**src/sv/bia_pkg.sv**
```systemverilog
// ============================================================================
// bia_pkg - shared types and codes for the indexed block allocator
// Field widths of the request, response and register words, command and
// status codes, and the encoding of one allocation map word.
// ============================================================================
package bia_pkg;

   // word field widths
   localparam int CMD_W      = 2;
   localparam int BLOCK_W    = 10;
   localparam int LEN_IN_W   = 7;
   localparam int CFG_W      = 11;
   localparam int STATUS_W   = 3;
   localparam int FREE_OUT_W = 11;

   // request commands; code three means nothing and is dropped
   typedef enum logic [CMD_W-1:0] {
      CMD_START = 2'd0,
      CMD_ENTRY = 2'd1,
      CMD_QUERY = 2'd2
   } cmd_type;

   // response status codes
   typedef enum logic [STATUS_W-1:0] {
      STATUS_OK          = 3'd0,
      STATUS_FULL        = 3'd1,
      STATUS_INDEX_TAKEN = 3'd2,
      STATUS_NOT_ENOUGH  = 3'd3,
      STATUS_SELF_INDEX  = 3'd4,
      STATUS_TAKEN       = 3'd5,
      STATUS_RANGE       = 3'd6
   } status_type;

   // map word: bit 0 allocated, bit 1 marked by the list check in progress
   localparam int MAP_W             = 2;
   localparam int MAP_ALLOC_BIT     = 0;
   localparam int MAP_MARK_BIT      = 1;
   localparam logic [MAP_W-1:0] MAP_CLEAR  = 2'b00;
   localparam logic [MAP_W-1:0] MAP_TAKEN  = 2'b01;
   localparam logic [MAP_W-1:0] MAP_MARKED = 2'b10;

endpackage

```
**src/sv/bia_ram.sv**
```systemverilog
// ============================================================================
// bia_ram - generic simple dual-port RAM
// One write port and one read port, read data registered, no reset.
// ============================================================================
module bia_ram #(
   parameter int WIDTH = 8,
   parameter int DEPTH = 16
) (
   input  logic                                   clock,
   input  logic                                   wr_en,
   input  logic [(DEPTH > 1 ? $clog2(DEPTH) : 1)-1:0] wr_addr,
   input  logic [WIDTH-1:0]                       wr_data,
   input  logic [(DEPTH > 1 ? $clog2(DEPTH) : 1)-1:0] rd_addr,
   output logic [WIDTH-1:0]                       rd_data
);

   logic [WIDTH-1:0] mem_ff [DEPTH];
   logic [WIDTH-1:0] rd_data_ff;

   // write port and registered read port
   always_ff @(posedge clock) begin
      if (wr_en) begin
         mem_ff[wr_addr] <= wr_data;
      end
      rd_data_ff <= mem_ff[rd_addr];
   end

   assign rd_data = rd_data_ff;

endmodule

```
**src/sv/indexed_block_allocator.sv**
```systemverilog
// ============================================================================
// indexed_block_allocator - indexed file allocation over a block bitmap
// Keeps an allocation map and a free count, takes an index block with a list
// of data blocks, checks the list as a whole and commits it, answers queries.
// ============================================================================
//
//  channel  ports                                   handshake
//  -------  --------------------------------------  --------------------------
//  request  req_command, req_block_number,          start & !busy
//           req_list_length
//  response rsp_status, rsp_is_allocated,           rsp_valid, one cycle,
//           rsp_free_blocks                         always taken
//  register csr_wdata (blocks_in_use)               csr_valid & csr_ready
//
//  Start and query read the map before their response strobe, unless the word
//  alone is rejected; a list entry that is not the last is only stored, and a
//  last entry rejected for self index or range responds without a map walk.
//  Otherwise the last entry runs the list check through the map RAM port: a
//  first walk checks and marks the entries, a second walk commits or unmarks
//  the entries marked, and a commit marks the index block before responding.
//  After reset and after each register write the map is cleared, one word a
//  cycle, all MAP_DEPTH words (at most 1024) with busy high. The response side
//  cannot stall; register writes are always taken.
// ============================================================================
module indexed_block_allocator #(
   parameter int MAX_BLOCKS = 1024,
   parameter int MAX_LIST   = 64
) (
   input  logic                            clock,
   input  logic                            reset,
   // request
   input  logic                            start,
   output logic                            busy,
   input  logic [bia_pkg::CMD_W-1:0]       req_command,
   input  logic [bia_pkg::BLOCK_W-1:0]     req_block_number,
   input  logic [bia_pkg::LEN_IN_W-1:0]    req_list_length,
   // response
   output logic                            rsp_valid,
   output logic [bia_pkg::STATUS_W-1:0]    rsp_status,
   output logic                            rsp_is_allocated,
   output logic [bia_pkg::FREE_OUT_W-1:0]  rsp_free_blocks,
   // register write
   input  logic                            csr_valid,
   output logic                            csr_ready,
   input  logic [bia_pkg::CFG_W-1:0]       csr_wdata
);

   import bia_pkg::*;

   // block numbers are 10 bits wide, so at most 1024 map words are reachable
   localparam int MAP_DEPTH = (MAX_BLOCKS < (1 << BLOCK_W)) ? MAX_BLOCKS : (1 << BLOCK_W);
   localparam int MAP_AW    = $clog2(MAP_DEPTH);
   localparam int BUF_AW    = (MAX_LIST > 1) ? $clog2(MAX_LIST) : 1;
   localparam int LEN_W     = $clog2(MAX_LIST + 1);
   localparam int CNT_W     = $clog2(MAX_BLOCKS + 1);
   localparam int CW        = (CNT_W > 12) ? CNT_W : 12;

   localparam logic [MAP_AW-1:0] MAP_LAST      = MAP_AW'(MAP_DEPTH - 1);
   localparam logic [CW-1:0]     MAX_BLOCKS_CW = CW'(MAX_BLOCKS);
   localparam logic [CW-1:0]     MAX_LIST_CW   = CW'(MAX_LIST);

   typedef enum logic [3:0] {
      S_CLEAR,
      S_IDLE,
      S_START_CHK,
      S_QUERY_RD,
      S_W1_ADDR,
      S_W1_BUF,
      S_W1_MAP,
      S_W2_ADDR,
      S_W2_BUF,
      S_IDX_WR
   } state_type;

   // registers
   state_type              state_ff,    state_in;
   logic [MAP_AW-1:0]      clr_ff,      clr_in;
   logic [CNT_W-1:0]       biu_ff,      biu_in;
   logic [CNT_W-1:0]       free_ff,     free_in;
   logic                   collect_ff,  collect_in;
   logic [BLOCK_W-1:0]     pend_ff,     pend_in;
   logic [LEN_W-1:0]       len_ff,      len_in;
   logic [LEN_W-1:0]       left_ff,     left_in;
   logic [LEN_W-1:0]       total_ff,    total_in;
   logic [LEN_W-1:0]       idx_ff,      idx_in;
   logic [LEN_W-1:0]       stop_ff,     stop_in;
   logic                   pass_ff,     pass_in;
   logic                   self_ff,     self_in;
   logic                   range_ff,    range_in;
   logic [BLOCK_W-1:0]     ent_ff,      ent_in;
   logic                   rsp_valid_ff, rsp_valid_in;
   status_type             rsp_status_ff, rsp_status_in;
   logic                   rsp_alloc_ff, rsp_alloc_in;
   logic [FREE_OUT_W-1:0]  rsp_free_ff, rsp_free_in;

   // RAM ports
   logic                   map_we;
   logic [MAP_AW-1:0]      map_wa;
   logic [MAP_W-1:0]       map_wd;
   logic [MAP_AW-1:0]      map_ra;
   logic [MAP_W-1:0]       map_rd;
   logic                   buf_we;
   logic [BUF_AW-1:0]      buf_wa;
   logic [BLOCK_W-1:0]     buf_wd;
   logic [BUF_AW-1:0]      buf_ra;
   logic [BLOCK_W-1:0]     buf_rd;

   // helpers
   logic                   accept;
   logic                   blk_in_range;
   logic [LEN_W-1:0]       idx_inc;
   logic [CW-1:0]          free_wide;
   logic [CW-1:0]          cfg_wide;

   bia_ram #(.WIDTH(MAP_W), .DEPTH(MAP_DEPTH)) u_map (
      .clock   (clock),
      .wr_en   (map_we),
      .wr_addr (map_wa),
      .wr_data (map_wd),
      .rd_addr (map_ra),
      .rd_data (map_rd)
   );

   bia_ram #(.WIDTH(BLOCK_W), .DEPTH(MAX_LIST)) u_list (
      .clock   (clock),
      .wr_en   (buf_we),
      .wr_addr (buf_wa),
      .wr_data (buf_wd),
      .rd_addr (buf_ra),
      .rd_data (buf_rd)
   );

   assign accept       = start && (state_ff == S_IDLE);
   assign blk_in_range = CW'(req_block_number) < CW'(biu_ff);
   assign idx_inc      = idx_ff + LEN_W'(1);
   assign cfg_wide     = CW'(csr_wdata);

   // sequencer: next state, RAM port control, response word
   always_comb begin
      state_in      = state_ff;
      clr_in        = clr_ff;
      biu_in        = biu_ff;
      free_in       = free_ff;
      collect_in    = collect_ff;
      pend_in       = pend_ff;
      len_in        = len_ff;
      left_in       = left_ff;
      total_in      = total_ff;
      idx_in        = idx_ff;
      stop_in       = stop_ff;
      pass_in       = pass_ff;
      self_in       = self_ff;
      range_in      = range_ff;
      ent_in        = ent_ff;
      rsp_valid_in  = 1'b0;
      rsp_status_in = rsp_status_ff;
      rsp_alloc_in  = 1'b0;
      rsp_free_in   = rsp_free_ff;

      map_we = 1'b0;
      map_wa = pend_ff[MAP_AW-1:0];
      map_wd = MAP_CLEAR;
      map_ra = req_block_number[MAP_AW-1:0];
      buf_we = 1'b0;
      buf_wa = total_ff[BUF_AW-1:0];
      buf_wd = req_block_number;
      buf_ra = idx_ff[BUF_AW-1:0];

      unique case (state_ff)
         // clear one map word a cycle
         S_CLEAR: begin
            map_we = 1'b1;
            map_wa = clr_ff;
            map_wd = MAP_CLEAR;
            clr_in = clr_ff + MAP_AW'(1);
            if (clr_ff == MAP_LAST) begin
               state_in = S_IDLE;
            end
         end

         // take a request word
         S_IDLE: begin
            if (accept) begin
               case (cmd_type'(req_command))
                  CMD_START: begin
                     collect_in = 1'b0;
                     left_in    = '0;
                     total_in   = '0;
                     if (free_ff == '0) begin
                        rsp_valid_in  = 1'b1;
                        rsp_status_in = STATUS_FULL;
                     end else if (!blk_in_range ||
                                  CW'(req_list_length) > MAX_LIST_CW) begin
                        rsp_valid_in  = 1'b1;
                        rsp_status_in = STATUS_RANGE;
                     end else begin
                        // index block word comes back next cycle
                        pend_in  = req_block_number;
                        len_in   = LEN_W'(req_list_length);
                        state_in = S_START_CHK;
                     end
                  end
                  CMD_ENTRY: begin
                     if (!collect_ff) begin
                        rsp_valid_in  = 1'b1;
                        rsp_status_in = STATUS_RANGE;
                     end else begin
                        buf_we   = 1'b1;
                        total_in = total_ff + LEN_W'(1);
                        left_in  = left_ff - LEN_W'(1);
                        self_in  = self_ff || (req_block_number == pend_ff);
                        range_in = range_ff || !blk_in_range;
                        if (left_ff == LEN_W'(1)) begin
                           collect_in = 1'b0;
                           if (self_in) begin
                              rsp_valid_in  = 1'b1;
                              rsp_status_in = STATUS_SELF_INDEX;
                              total_in      = '0;
                           end else if (range_in) begin
                              rsp_valid_in  = 1'b1;
                              rsp_status_in = STATUS_RANGE;
                              total_in      = '0;
                           end else begin
                              idx_in   = '0;
                              state_in = S_W1_ADDR;
                           end
                        end
                     end
                  end
                  CMD_QUERY: begin
                     if (!blk_in_range) begin
                        rsp_valid_in  = 1'b1;
                        rsp_status_in = STATUS_RANGE;
                     end else begin
                        state_in = S_QUERY_RD;
                     end
                  end
                  default: begin
                  end
               endcase
            end
         end

         // index block word is in; finish the start checks
         S_START_CHK: begin
            state_in = S_IDLE;
            if (map_rd[MAP_ALLOC_BIT]) begin
               rsp_valid_in  = 1'b1;
               rsp_status_in = STATUS_INDEX_TAKEN;
            end else if (CW'(free_ff) < CW'(len_ff) + CW'(1)) begin
               rsp_valid_in  = 1'b1;
               rsp_status_in = STATUS_NOT_ENOUGH;
            end else if (len_ff == '0) begin
               map_we        = 1'b1;
               map_wd        = MAP_TAKEN;
               free_in       = free_ff - CNT_W'(1);
               rsp_valid_in  = 1'b1;
               rsp_status_in = STATUS_OK;
            end else begin
               collect_in = 1'b1;
               left_in    = len_ff;
               total_in   = '0;
               self_in    = 1'b0;
               range_in   = 1'b0;
            end
         end

         S_QUERY_RD: begin
            state_in      = S_IDLE;
            rsp_valid_in  = 1'b1;
            rsp_status_in = STATUS_OK;
            rsp_alloc_in  = map_rd[MAP_ALLOC_BIT];
         end

         // first walk: every entry must be free and not yet marked
         S_W1_ADDR: begin
            state_in = S_W1_BUF;
         end

         S_W1_BUF: begin
            map_ra   = buf_rd[MAP_AW-1:0];
            ent_in   = buf_rd;
            state_in = S_W1_MAP;
         end

         S_W1_MAP: begin
            buf_ra = idx_inc[BUF_AW-1:0];
            if (map_rd != MAP_CLEAR) begin
               // taken or repeated: unmark what was marked so far
               pass_in = 1'b0;
               stop_in = idx_ff;
               idx_in  = '0;
               if (idx_ff == '0) begin
                  state_in      = S_IDLE;
                  rsp_valid_in  = 1'b1;
                  rsp_status_in = STATUS_TAKEN;
                  total_in      = '0;
               end else begin
                  state_in = S_W2_ADDR;
               end
            end else begin
               map_we = 1'b1;
               map_wa = ent_ff[MAP_AW-1:0];
               map_wd = MAP_MARKED;
               idx_in = idx_inc;
               if (idx_inc == total_ff) begin
                  pass_in  = 1'b1;
                  stop_in  = total_ff;
                  idx_in   = '0;
                  state_in = S_W2_ADDR;
               end else begin
                  state_in = S_W1_BUF;
               end
            end
         end

         // second walk: commit or unmark the marked entries
         S_W2_ADDR: begin
            state_in = S_W2_BUF;
         end

         S_W2_BUF: begin
            buf_ra = idx_inc[BUF_AW-1:0];
            map_we = 1'b1;
            map_wa = buf_rd[MAP_AW-1:0];
            map_wd = pass_ff ? MAP_TAKEN : MAP_CLEAR;
            idx_in = idx_inc;
            if (idx_inc == stop_ff) begin
               if (pass_ff) begin
                  state_in = S_IDX_WR;
               end else begin
                  state_in      = S_IDLE;
                  rsp_valid_in  = 1'b1;
                  rsp_status_in = STATUS_TAKEN;
                  total_in      = '0;
               end
            end
         end

         // mark the index block and charge the free count
         S_IDX_WR: begin
            map_we        = 1'b1;
            map_wd        = MAP_TAKEN;
            free_in       = CNT_W'(CW'(free_ff) - CW'(total_ff) - CW'(1));
            total_in      = '0;
            state_in      = S_IDLE;
            rsp_valid_in  = 1'b1;
            rsp_status_in = STATUS_OK;
         end

         default: begin
            state_in = S_IDLE;
         end
      endcase

      // free count as reported with the response word
      free_wide = CW'(free_in);
      if (rsp_valid_in) begin
         rsp_free_in = free_wide[FREE_OUT_W-1:0];
      end

      // register write: clamp, reload the count, restart the clear sweep
      if (csr_valid) begin
         if (cfg_wide == '0) begin
            biu_in = CNT_W'(1);
         end else if (cfg_wide > MAX_BLOCKS_CW) begin
            biu_in = CNT_W'(MAX_BLOCKS);
         end else begin
            biu_in = CNT_W'(cfg_wide);
         end
         free_in    = biu_in;
         collect_in = 1'b0;
         left_in    = '0;
         total_in   = '0;
         pend_in    = '0;
         clr_in     = '0;
         state_in   = S_CLEAR;
      end
   end

   // state and registered outputs
   always_ff @(posedge clock) begin
      if (reset) begin
         state_ff     <= S_CLEAR;
         clr_ff       <= '0;
         biu_ff       <= CNT_W'(MAX_BLOCKS);
         free_ff      <= CNT_W'(MAX_BLOCKS);
         collect_ff   <= 1'b0;
         pend_ff      <= '0;
         left_ff      <= '0;
         total_ff     <= '0;
         rsp_valid_ff <= 1'b0;
      end else begin
         state_ff     <= state_in;
         clr_ff       <= clr_in;
         biu_ff       <= biu_in;
         free_ff      <= free_in;
         collect_ff   <= collect_in;
         pend_ff      <= pend_in;
         left_ff      <= left_in;
         total_ff     <= total_in;
         rsp_valid_ff <= rsp_valid_in;
      end
      len_ff        <= len_in;
      idx_ff        <= idx_in;
      stop_ff       <= stop_in;
      pass_ff       <= pass_in;
      self_ff       <= self_in;
      range_ff      <= range_in;
      ent_ff        <= ent_in;
      rsp_status_ff <= rsp_status_in;
      rsp_alloc_ff  <= rsp_alloc_in;
      rsp_free_ff   <= rsp_free_in;
   end

   assign busy             = (state_ff != S_IDLE);
   assign csr_ready        = 1'b1;
   assign rsp_valid        = rsp_valid_ff;
   assign rsp_status       = rsp_status_ff;
   assign rsp_is_allocated = rsp_alloc_ff;
   assign rsp_free_blocks  = rsp_free_ff;

endmodule

```
**config.mk**
```make
export PLATFORM = sky130hd
export DESIGN_NAME = indexed_block_allocator
export DESIGN_NICKNAME = d
export VERILOG_FILES = /design/src/sv/bia_pkg.sv /design/src/sv/bia_ram.sv /design/src/sv/indexed_block_allocator.sv
export SDC_FILE = /design/constraint.sdc
export NUM_CORES = 2
export LEC_CHECK = 0
export ABC_AREA = 1
export BUFFER_PORTS_ARGS = -buffer_cell sky130_fd_sc_hd__buf_2
export CORE_MARGIN = 4
export CORE_UTILIZATION = 55
export DETAILED_ROUTE_END_ITERATION = 12
export PLACE_DENSITY = 0.82
export REMOVE_ABC_BUFFERS = 1
export SLEW_MARGIN = 20
export SYNTH_ARGS = -nofsm -noshare
export SYNTH_HDL_FRONTEND = slang
export SYNTH_SLANG_ARGS = --single-unit
```
**constraint.sdc**
```tcl
create_clock -name clock -period 27.5 [get_ports clock]
set_clock_uncertainty 0.2 [all_clocks]
set_input_delay 2.75 -clock clock [delete_from_list [all_inputs] [get_ports clock]]
set_output_delay 2.75 -clock clock [all_outputs]
set_load 0.02 [all_outputs]
```
==> out/qor.json <==
{
  "run_status": "finished, final reports clean",
  "ctsHoldBuffers": 0,
  "coreArea_um2": 220000,
  "initial_drt_pass_iterations": 12,
  "final_core_util_pct": 60.5,
  "wl_per_cell_um": 23.4,
  "rsz0062_at_grt": "no",
  "max-cap-violations": 0,
  "post_route_minimum_period_ns": 8.78,
  "synth_edf_count": 2736,
  "relative_contribution_of_the_clock_network_to_total_power_pct": 43.3,
  "totalNegativeSetupSlack_ns": 0,
  "cpMaxStageDelayCell": "sky130_fd_sc_hd__buf_4",
  "grt.overflow.total": 0,
  "synthDistinctLibCells": 51,
  "yosys.area_share.adder_pct": 0.408,
  "cell_internal_pwr_mw": 6.94,
  "hold_path_class": "flop to flop",
  "p_leak_nw": 49.1,
  "synth_simple_gate_area_share_pct": 21.7,
  "total_switching_power_mw": 1.88,
  "clkSlewWorstSetupHoldPaths_ns": 0.06,
  "final_max_slew_viol_count": 0,
  "timing.hold.worst_endpoint": "ent_ff[4]",
  "r2r_end": "u_map.mem_ff[557][0]",
  "seq_power_share_pct": 52.7,
  "die_width_um": 478,
  "route.antenna.remaining_nets": 0,
  "timing.critical_path.arrival_ns": 9.47,
  "placement_rows": 172,
  "grt_util_all_layers_pct": 28.7,
  "cts_max_level": 5,
  "setup_crit_end_kind": "flop",
  "setup_ws_ns": 18.72,
  "yosys-top-cells-area": "sky130_fd_sc_hd__edfxtp_1 (68%), sky130_fd_sc_hd__nand2_1 (9.9%), sky130_fd_sc_hd__nand3_1 (6.6%)",
  "synth_top_family_by_area": "simple AND/OR/NAND/NOR gates",
  "clk_latency_ns": 0.96,
  "cts.repair.resized": 0,
  "finalWirelength_um": 339000,
  "crit_path_cell_trace": "buf_2 > buf_4 > nand2_1 > nand2_4 > buf_4 > buf_12 > buf_4 > buf_4 > nand2_1 > nand2_1 > nand2_1 > nand3_1 > nand3_1 > nand3_1 > nand3_1 > nand3_1 > nand3_1 > nand3_1 > nand3_1 > nand2_1",
  "multiInputGateArea_um2": 32400,
  "gp_congestion": 0.894,
  "drc": 0,
  "post-synth-top-area-fraction_pct": 67.6,
  "power.share.switching_pct": 21.3,
  "fmaxAchievable_ghz": 0.114,
  "via_count_of_the_first_global_routing_pass": 86500,
  "min_from": "u_list.rd_data[4]",
  "asyncSetResetFlopFracSynth_pct": 0,
  "syn-mean-instance-area_um2": 10.4,
  "post-synth-top-area-cell": "sky130_fd_sc_hd__edfxtp_1",
  "finalSetupViolations": 0,
  "worst-endpoint-required_ns": 28.19,
  "crit_start_category": "input port",
  "r2r_slack_ns": 20.13,
  "post_detailed_placement_half_perimeter_wirelength_um": 177000,
  "grt_max_degree": 278,
  "cts_sinks": 2811,
  "post_synthesis_mux_area_share_pct": 0.00824,
  "sequential_cell_area_um2": 83700,
  "comb_power_share_pct": 4.0,
  "via_count": 89400,
  "critical_path_maximum_fanout": 198,
  "post-cts-setup-buffer-count": 0,
  "synth_xor_area_share_pct": 0.202,
  "fin_nets": 11400,
  "die_h_um": 478,
  "crit_top_cell": "sky130_fd_sc_hd__nand3_1",
  "vias_per_cell": 6.17,
  "post-route-period-util_pct": 31.9,
  "tritoncts.num_buffers": 294,
  "maxSlewHeadroom_pct": 17.0,
  "synth_compound_gate_area_share_pct": 4.09,
  "grt_antenna_before_repair": 12,
  "syn-instance-count": 11600,
  "ys.flop_type": "sky130_fd_sc_hd__edfxtp_1",
  "timing.rr.start": "len_ff[2]",
  "proportion_of_layout_cells_with_a_drive_suffix_above_1_pct": 6.09,
  "grt_pass1_wl_um": 507000,
  "timing_worst_setup_path_type": "input port to flop",
  "vdd.ir_drop.worst_mv": 0.0576,
  "design.die.area_um2": 228000,
  "dp_slack_ns": 18.09,
  "cell_at_the_root_of_the_clock_tree": "sky130_fd_sc_hd__clkbuf_16",
  "r2r.worst_path.cells": 16,
  "drt_iter0_markers": 16000,
  "hold_path_depth": 0,
  "pwr_density_cell_nw_per_um2": 66.3,
  "ys_ff_latch": 2811,
  "max_stage_delay_ns": 0.93,
  "ys_seq_area_share_pct": 68.9,
  "cts.path.max_buffers": 4,
  "initial_core_utilization_pct": 55.3,
  "port-buffer-count": 50,
  "cts_tree": "yes",
  "yosys_warnings": 0,
  "layout.filler_cells": 16100,
  "pin_count": 52,
  "syn2layout_area_growth_pct": 9.44,
  "synthesis.area_um2": 121000,
  "timing_worst_slew_pin_value_ns": 1.24,
  "timing.final.hold_violations": 0
}
[kinds of logic after synthesis]
logic type	after synthesis
compound gates	832
mux	1
fa+ha+maj	39
other cells	1
xor+xnor	28
buf+inv	1477
simple gates	6441
flops	2811
[cells in the mapped netlist, types with 7 or more instances]
library cell / instances
sky130_fd_sc_hd__a21oi_1: 67
sky130_fd_sc_hd__nor2_1: 1526
sky130_fd_sc_hd__nor4_1: 7
sky130_fd_sc_hd__nand4_1: 17
sky130_fd_sc_hd__or2_2: 8
sky130_fd_sc_hd__nor3_1: 40
sky130_fd_sc_hd__o21ai_0: 450
sky130_fd_sc_hd__ha_1: 38
sky130_fd_sc_hd__o221ai_1: 86
sky130_fd_sc_hd__edfxtp_1: 2736
sky130_fd_sc_hd__nor2_2: 9
sky130_fd_sc_hd__buf_2: 115
sky130_fd_sc_hd__inv_2: 17
sky130_fd_sc_hd__nand2_1: 3217
sky130_fd_sc_hd__xor2_1: 17
sky130_fd_sc_hd__inv_1: 666
sky130_fd_sc_hd__xnor2_1: 11
sky130_fd_sc_hd__o21ai_1: 9
sky130_fd_sc_hd__o22ai_1: 93
sky130_fd_sc_hd__o211ai_1: 93
sky130_fd_sc_hd__nand3_1: 1607
sky130_fd_sc_hd__dfxtp_1: 75
sky130_fd_sc_hd__clkbuf_1: 567
sky130_fd_sc_hd__buf_1: 106
[sequential cells by signal, summed over array words and instances, names as in the netlist]
name / count
clr_ff: 10
rsp_status: 3
state_ff: 4
rsp_valid: 1
pend_ff: 10
range_ff: 1
rsp_is_allocated: 1
total_ff: 7
rsp_free_blocks: 11
self_ff: 1
len_ff: 7
u_list.mem_ff: 640
u_map.mem_ff: 2048
stop_ff: 7
idx_ff: 7
collect_ff: 1
u_list.rd_data: 10
u_map.rd_data: 2
left_ff: 7
free_ff: 11
pass_ff: 1
biu_ff: 11
ent_ff: 10
[layout make-up]
| type | count | area share [%] |
|---|---|---|
| multi-input cells | 7342 | 24.4 |
| inverters | 686 | 1.95 |
| clock inverters | 141 | 0.913 |
| diodes | 10 | 0.0188 |
| flip-flops and latches | 2811 | 62.9 |
| well taps | 2958 | 2.78 |
| repair buffers | 186 | 1.10 |
| clock buffers | 368 | 5.92 |
[power by group through the flow]
| stage | logic [mW] | clock network (mW) | registers [mW] |
|---|---|---|---|
| after floorplan | 0.391 | 0 | 4.74 |
| after global placement | 0.322 | 0 | 4.74 |
| after detailed placement | 0.332 | 0 | 4.74 |
| after CTS | 0.336 | 3.83 | 4.65 |
| after global routing | 0.374 | 4.02 | 4.65 |
| final | 0.350 | 3.82 | 4.65 |
[per-layer routing]
layer / track usage (%) / up-vias / routed length, um
li1: - / 39000 / -
met1: 37.6 / 42200 / 116000
met2: 43.3 / 6913 / 152000
met3: 9.22 / 1342 / 52300
met4: 14.8 / 14 / 19400
met5: 0.147 / - / 91
[how the worst max path moves through the flow]
stage | startpoint | to | slack [ns] | cells after the start
after floorplan | state_ff[0] | u_map.rd_data[1] | 7.14 | 16
after global placement | req_block_number[0] | u_map.rd_data[1] | 18.24 | 20
after detailed placement | req_block_number[0] | u_map.rd_data[0] | 18.09 | 20
after CTS | req_block_number[0] | u_map.rd_data[1] | 19.03 | 20
after global routing | req_block_number[0] | u_map.rd_data[1] | 18.42 | 20
final | req_block_number[0] | u_map.rd_data[1] | 18.72 | 20
[worst max-delay path, delay by kind of cell]
| family | cells | cell delay [ns] |
|---|---|---|
| buffers and inverters | 6 | 4.03 |
| AND/OR/NAND/NOR | 14 | 2.42 |
[through the flow]
| step | power [mW] | cells | hold slack (ns) | cell area (um2) |
|---|---|---|---|---|
| floorplan | 5.13 | 10800 | 0.208 | 118000 |
| global placement | 5.06 | 14000 | 0.219 | 124000 |
| detailed placement | 5.07 | 14000 | 0.219 | 124000 |
| CTS | 8.81 | 14500 | 0.238 | 133000 |
| global route | 9.04 | 14500 | 0.249 | 133000 |
| finish | 8.82 | 14500 | 0.236 | 133000 |
[cell usage in the layout, fill, tap and decap left out, types with 47 or more instances in the layout]
cell type,instances
sky130_fd_sc_hd__o221ai_1,86
sky130_fd_sc_hd__clkbuf_16,304
sky130_fd_sc_hd__nor2_1,1514
sky130_fd_sc_hd__o21ai_0,447
sky130_fd_sc_hd__nand2_2,47
sky130_fd_sc_hd__a21oi_1,67
sky130_fd_sc_hd__inv_1,661
sky130_fd_sc_hd__clkinv_1,64
sky130_fd_sc_hd__nand3_1,1606
sky130_fd_sc_hd__o22ai_1,93
sky130_fd_sc_hd__nand2_1,3165
sky130_fd_sc_hd__o211ai_1,93
sky130_fd_sc_hd__clkbuf_1,61
sky130_fd_sc_hd__buf_2,50
sky130_fd_sc_hd__edfxtp_1,2736
sky130_fd_sc_hd__dfxtp_1,75
sky130_fd_sc_hd__buf_4,117
Note: power is estimated with default switching activity, not from simulation.
